[config.mk]
export PLATFORM = sky130hd
export DESIGN_NAME = heq_div
export DESIGN_NICKNAME = d
export VERILOG_FILES = /design/src/hdl/heq_pkg.sv /design/src/hdl/heq_div.sv
export SDC_FILE = /design/constraint.sdc
export NUM_CORES = 1
export LEC_CHECK = 0
export BUFFER_PORTS_ARGS = -buffer_cell sky130_fd_sc_hd__buf_2
export CAP_MARGIN = 10
export CORE_MARGIN = 2
export CORE_UTILIZATION = 55
export DETAILED_ROUTE_END_ITERATION = 7
export PLACE_DENSITY = 0.77
export SETUP_SLACK_MARGIN = 0.3
export SYNTH_ARGS = -nofsm -noshare
export SYNTH_HDL_FRONTEND = slang
export SYNTH_SLANG_ARGS = --single-unit
export TNS_END_PERCENT = 50
[constraint.sdc]
create_clock -name clk -period 2.75 [get_ports clk]
set_clock_uncertainty 0.2 [all_clocks]
set_input_delay 0.4125 -clock clk [delete_from_list [all_inputs] [get_ports clk]]
set_output_delay 0.4125 -clock clk [all_outputs]
set_load 0.005 [all_outputs]
[src/hdl/heq_pkg.sv]
package heq_pkg;

  localparam int BIN_W       = 8;
  localparam int BIN_COUNT   = 256;
  localparam int PIX_W       = 8;
  localparam int PCNT_W      = 24;
  localparam int REM_W       = PCNT_W + 8;
  localparam int QUOT_W      = 9;
  localparam int DIV_STEPS   = 8;
  localparam int STEP_W      = 3;
  localparam int GREY_SUM_W  = 10;
  localparam int GREY_SHIFT  = 11;
  localparam int GREY_PROD_W = GREY_SUM_W + GREY_SHIFT;

  localparam logic [GREY_SUM_W-1:0] GREY_RECIP = 10'd683;
  localparam logic [PIX_W-1:0]      LEVEL_MAX  = 8'd255;
  localparam logic [QUOT_W-1:0]     QUOT_SAT   = 9'h100;

  localparam logic OP_COUNT = 1'b0;
  localparam logic OP_MAP   = 1'b1;

  typedef struct packed {
    logic             operation;
    logic [PIX_W-1:0] red;
    logic [PIX_W-1:0] green;
    logic [PIX_W-1:0] blue;
    logic [PIX_W-1:0] alpha;
    logic             last;
  } in_word_t;

  typedef struct packed {
    logic [PIX_W-1:0] out_red;
    logic [PIX_W-1:0] out_green;
    logic [PIX_W-1:0] out_blue;
    logic [PIX_W-1:0] out_alpha;
    logic             out_last;
  } out_word_t;

  // (1 + r + g + b) / 3 as a reciprocal multiply, exact for sums below 2048
  function automatic logic [BIN_W-1:0] grey_bin(input logic [PIX_W-1:0] r,
                                                 input logic [PIX_W-1:0] g,
                                                 input logic [PIX_W-1:0] b);
    logic [GREY_SUM_W-1:0]  s;
    logic [GREY_PROD_W-1:0] p;
    s = GREY_SUM_W'(r) + GREY_SUM_W'(g) + GREY_SUM_W'(b) + GREY_SUM_W'(1);
    p = GREY_PROD_W'(s) * GREY_PROD_W'(GREY_RECIP);
    return p[GREY_SHIFT +: BIN_W];
  endfunction

endpackage

[src/hdl/heq_div.sv]
module heq_div #(
  parameter int COUNT_BITS = 24
) (
  input  logic                                clk,
  input  logic                                rst_n,
  input  logic                                start,
  input  logic [COUNT_BITS-1:0]               count_in,
  input  logic [heq_pkg::PCNT_W-1:0]          divisor,
  output logic                                done,
  output logic [heq_pkg::QUOT_W-1:0]          quot
);

  localparam int PROD_W = COUNT_BITS + 8;
  localparam int CMP_W  = (PROD_W > heq_pkg::REM_W) ? PROD_W : heq_pkg::REM_W;
  localparam logic [heq_pkg::STEP_W-1:0] LAST_STEP = heq_pkg::STEP_W'(heq_pkg::DIV_STEPS - 1);

  localparam logic [1:0] D_IDLE = 2'd0;
  localparam logic [1:0] D_CMP  = 2'd1;
  localparam logic [1:0] D_DIV  = 2'd2;
  localparam logic [1:0] D_DONE = 2'd3;

  logic [1:0]                      st_r, st_nxt;
  logic [PROD_W-1:0]               prod_r;
  logic [heq_pkg::REM_W-1:0]       rem_r;
  logic [heq_pkg::REM_W-1:0]       dsh_r;
  logic [heq_pkg::QUOT_W-1:0]      q_r;
  logic [heq_pkg::STEP_W-1:0]      step_r;
  logic [heq_pkg::REM_W-1:0]       lim;
  logic [CMP_W-1:0]                prod_x;
  logic [CMP_W-1:0]                lim_x;
  logic                            sat;
  logic                            rem_ge;

  assign lim    = {divisor, 8'h00};
  assign prod_x = CMP_W'(prod_r);
  assign lim_x  = CMP_W'(lim);
  assign sat    = prod_x >= lim_x;
  assign rem_ge = rem_r >= dsh_r;

  always_comb begin
    st_nxt = st_r;
    case (st_r)
      D_IDLE: if (start) st_nxt = D_CMP;
      D_CMP:  st_nxt = sat ? D_DONE : D_DIV;
      D_DIV:  if (step_r == LAST_STEP) st_nxt = D_DONE;
      D_DONE: st_nxt = D_IDLE;
      default: st_nxt = D_IDLE;
    endcase
  end

  always_ff @(posedge clk) begin
    if (!rst_n) begin
      st_r <= D_IDLE;
    end else begin
      st_r <= st_nxt;
    end
  end

  // count * 255 as a shift and subtract
  always_ff @(posedge clk) begin
    if (st_r == D_IDLE && start) begin
      prod_r <= {count_in, 8'h00} - PROD_W'(count_in);
    end
    if (st_r == D_CMP) begin
      rem_r  <= heq_pkg::REM_W'(prod_r);
      dsh_r  <= heq_pkg::REM_W'(divisor) << (heq_pkg::DIV_STEPS - 1);
      step_r <= '0;
      q_r    <= sat ? heq_pkg::QUOT_SAT : '0;
    end
    if (st_r == D_DIV) begin
      if (rem_ge) begin
        rem_r <= rem_r - dsh_r;
      end
      q_r    <= {q_r[heq_pkg::QUOT_W-2:0], rem_ge};
      dsh_r  <= dsh_r >> 1;
      step_r <= step_r + 1'b1;
    end
  end

  assign done = (st_r == D_DONE);
  assign quot = q_r;

endmodule

==> metrics.csv <==
stage,metric,value,unit
route,Initial DRC Count,516,
route,average wire per cell in the routed design,16.9,microns
timing,setup ws final,-0.267,ns
clock_tree,Root Driver,clkbuf_16,
floorplan,row cnt,43,
route,DR vias/cell,5.72,
layout,Final Instance Count excl. Fillers,1236,
layout,Nets,1182,
timing,min Tclk post-route,3.02,ns
timing,Tcrit/Tclk final,110,%
logic_synthesis,post-synthesis compound-gate area fraction,18.0,%
floorplan,core area,13800,sq um
grt,largest net degree at the start of global routing,47,
logic_synthesis,Mapped Cells,853,
placed_design,PortBufs,60,
route,Remaining DRCs,0,
logic_synthesis,prevailing post-synth register cell,edfxtp_1,
route,met2 wire len,10.3,mm
timing,# setup viols final,33,
route,met3 wire len,1.07,mm
critical_path,WP data arrival,3.11,ns
layout,Finished Cell Area,10200,sq um
logic_synthesis,Synth area leaders,"edfxtp_1, ha_1, dfxtp_1",
layout,synth-to-layout area growth,32.2,%
logic_synthesis,Post-synth EDFFs,75,
hold_path,HP Class,in2reg,
placed_design,RePlAce Congestion,0.941,
timing,Slew Limit Fails,0,
logic_synthesis,"Seq/Total Area, Yosys",37.9,%
timing,Fmax achieved,331,MHz
floorplan,Die ar.,15000,sq um
status,failing checks,negative setup slack,
logic_synthesis,Post-Synth Simple-Gate Area,15.0,%
status,run status,finished with violations,
clock_tree,Clock Sinks,109,
critical_path,crit path max fanout,6,
grt,vias in the first global route,6786,
critical_path,critical path endpoint category,flop,
placed_design,hpwl dp,15.1,mm
critical_path,Critical Path Source Type,flop,
power,P_leak,4.54,nW
grt,initial antenna violation count,0,
clock_tree,Worst-Skew Late Latency,0.37,ns
logic_synthesis,Synth top area share,29.1,%
route,Routed Wire Length,20.8,mm
layout,Fill cells,911,
logic_synthesis,syn nets,984,
logic_synthesis,post-synth design cell area,7740,sq um
logic_synthesis,Post-synth ARST share,0,%
layout,share of cells above drive strength 1,31.1,%
power,pwr dens,1300,nW/um^2
power,Max VDD drop,0.000712,V
floorplan,num ports,61,
logic_synthesis,xor-xnor portion of the synthesized cell area,6.11,%
clock_tree,CTS Buf Count,9,
run,Maximum Capacitance Violations,0,
logic_synthesis,adder-cell share of the synthesized area,13.0,%
logic_synthesis,Synth cell types,61,
critical_path,Crit Path Class,reg2reg,
timing,Slew HR,57.3,%
clock_tree,Max Root-Sink Buffers,2,
logic_synthesis,mux cell area share after synthesis,3.91,%
logic_synthesis,syn avg cell area,9.07,sq um
route,DRT Pass-1 Iters,5,
placed_design,placed cells,1211,
placed_design,Area after DPL,9290,sq um
timing,hold slack,0.0965,ns
clock_tree,clock-pin slew on the worst setup and hold paths,0.08,ns
logic_synthesis,Ys Warns,0,
route,DR top layer,met4,
timing,RSZ-0062 raised after global routing,yes,
route,met1 WL,8.90,mm
clock_tree,CTS tree,built,
floorplan,Die Y,123,microns
critical_path,Required @ worst endpoint,2.84,ns
grt,GRT Total Usage,27.6,%
clock_tree,CTS H-Tree Depth,3,
logic_synthesis,largest area contributor in the netlist,edfxtp_1,
route,total via count in the routed design,7076,
grt,first-pass GRT wire length,32.4,mm
timing,"Hold Vio Cnt, Final",0,
route,antenna violation net count after detailed routing,0,
layout,diodes inserted,0,
floorplan,Starting Density,56.0,%
logic_synthesis,largest family of logic cells by synthesized area,compound AO/OA/AOI/OAI gates,
timing,Worst-Margin Slew,0.641,ns
logic_synthesis,Synth Register Bits,109,
floorplan,Die X,123,microns
grt,gr ovfl total,0,
layout,Final Util,74.0,%
-- through the flow --
stage          TNS, ns  total power, mW  setup WS (ns)
3_5_place_dp     -6.90             11.1         -0.391
5_1_grt         -11.42             14.2         -0.406
3_3_place_gp     -4.99             10.9         -0.318
4_1_cts          -4.36             13.0         -0.202
6_report         -7.01             13.3         -0.267
2_1_floorplan   -0.598             8.25        -0.0479
-- layout by cell type (no fill, tap or decap), types with 37 or more instances in the layout --
master,Yosys,layout
a21oi_1,57,43
buf_2,3,56
buf_4,0,142
edfxtp_1,75,75
ha_1,79,63
inv_1,89,84
nand2_1,74,65
nor2_1,56,50
o21ai_0,48,42
xnor2_1,40,37
-- flip-flops by register name (all words and copies together) (netlist names) --
signal,cells
rem_r,32
dsh_r,31
prod_r,32
step_r,3
quot,9
st_r,2
-- final timing paths --
kind | depth (start not counted) | slack (ns) | to | start
setup / recovery | 12 | -0.27 | rem_r[30] | dsh_r[5]
hold / removal | 2 | 0.1 | st_r[1] | rst_n
setup reg to reg | 12 | -0.27 | rem_r[30] | dsh_r[5]
hold reg to reg | 2 | 0.34 | rem_r[10] | rem_r[10]
-- critical path: stages, from the launching register on --
cell and delay (ns):
edfxtp_1 0.39, inv_2 0.09, ha_4 0.21, a211oi_2 0.22
o21bai_1 0.12, o21a_1 0.19, or3_4 0.37, o2111a_2 0.27
a211oi_4 0.25, buf_4 0.16, buf_8 0.12, buf_12 0.14
mux2i_1 0.20
-- cell type report --
cell class	instances	area [sq um]	share of cell area, %
sequential	109	2930	28.7
clock buffer	9	225	2.20
timing repair buffer	214	1590	15.5
multi-input combinational	627	4850	47.4
tap	180	225	2.20
inverter	90	340	3.33
clock inverter	7	66.3	0.648
-- cells by family after synthesis --
| kind of cell | after synthesis |
|---|---|
| buffers and inverters | 117 |
| adders and majority gates | 80 |
| DFF | 109 |
| muxes | 30 |
| and+or+nand+nor | 242 |
| AOI/OAI and AO/OA | 221 |
| xor gates and xnor gates | 54 |
-- Yosys cell counts, types with 3 or more instances --
cell type / number
a211oi_1: 11
a21boi_0: 5
a21o_1: 24
a21oi_1: 57
a31oi_1: 7
and2_1: 13
buf_2: 3
buf_6: 3
clkbuf_1: 20
dfxtp_1: 34
edfxtp_1: 75
ha_1: 79
inv_1: 89
mux2i_1: 28
nand2_1: 74
nand2b_1: 8
nand3_1: 19
nand4_1: 17
nor2_1: 56
nor2b_1: 10
nor3_1: 16
nor4_1: 8
o211ai_1: 7
o21a_1: 5
o21ai_0: 48
o21ai_1: 17
o21bai_1: 7
o31ai_1: 9
or2_2: 5
or3_1: 7
xnor2_1: 40
xor2_1: 14
-- layer usage --
layer | vias to the layer above | global-route usage (%)
li1 | 3445 | -
met1 | 3313 | 35.6
met2 | 267 | 47.6
met3 | 51 | 3.25
met4 | 0 | 10.4
met5 | - | 0
-- power breakdown --
part           total (mW)  leakage [nW]  switching [mW]  internal (mW)
logic                8.73          3.39            4.61           4.11
clock network        1.31         0.145           0.671          0.642
registers            3.23          1.01           0.461           2.77
total                13.3          4.54            5.75           7.52
-- what timing repair did --
item | 4_1_cts | 5_1_grt
pin swaps | 29 | 34
setup buffers | 4 | 4
endpoints found under the hold margin | 0 | 0
hold buffers | 0 | 0
endpoints found under the setup margin | 43 | 46
gates cloned | 1 | 0
resized for setup | 72 | 50
No activity file was read; power rests on OpenSTA's default activity.
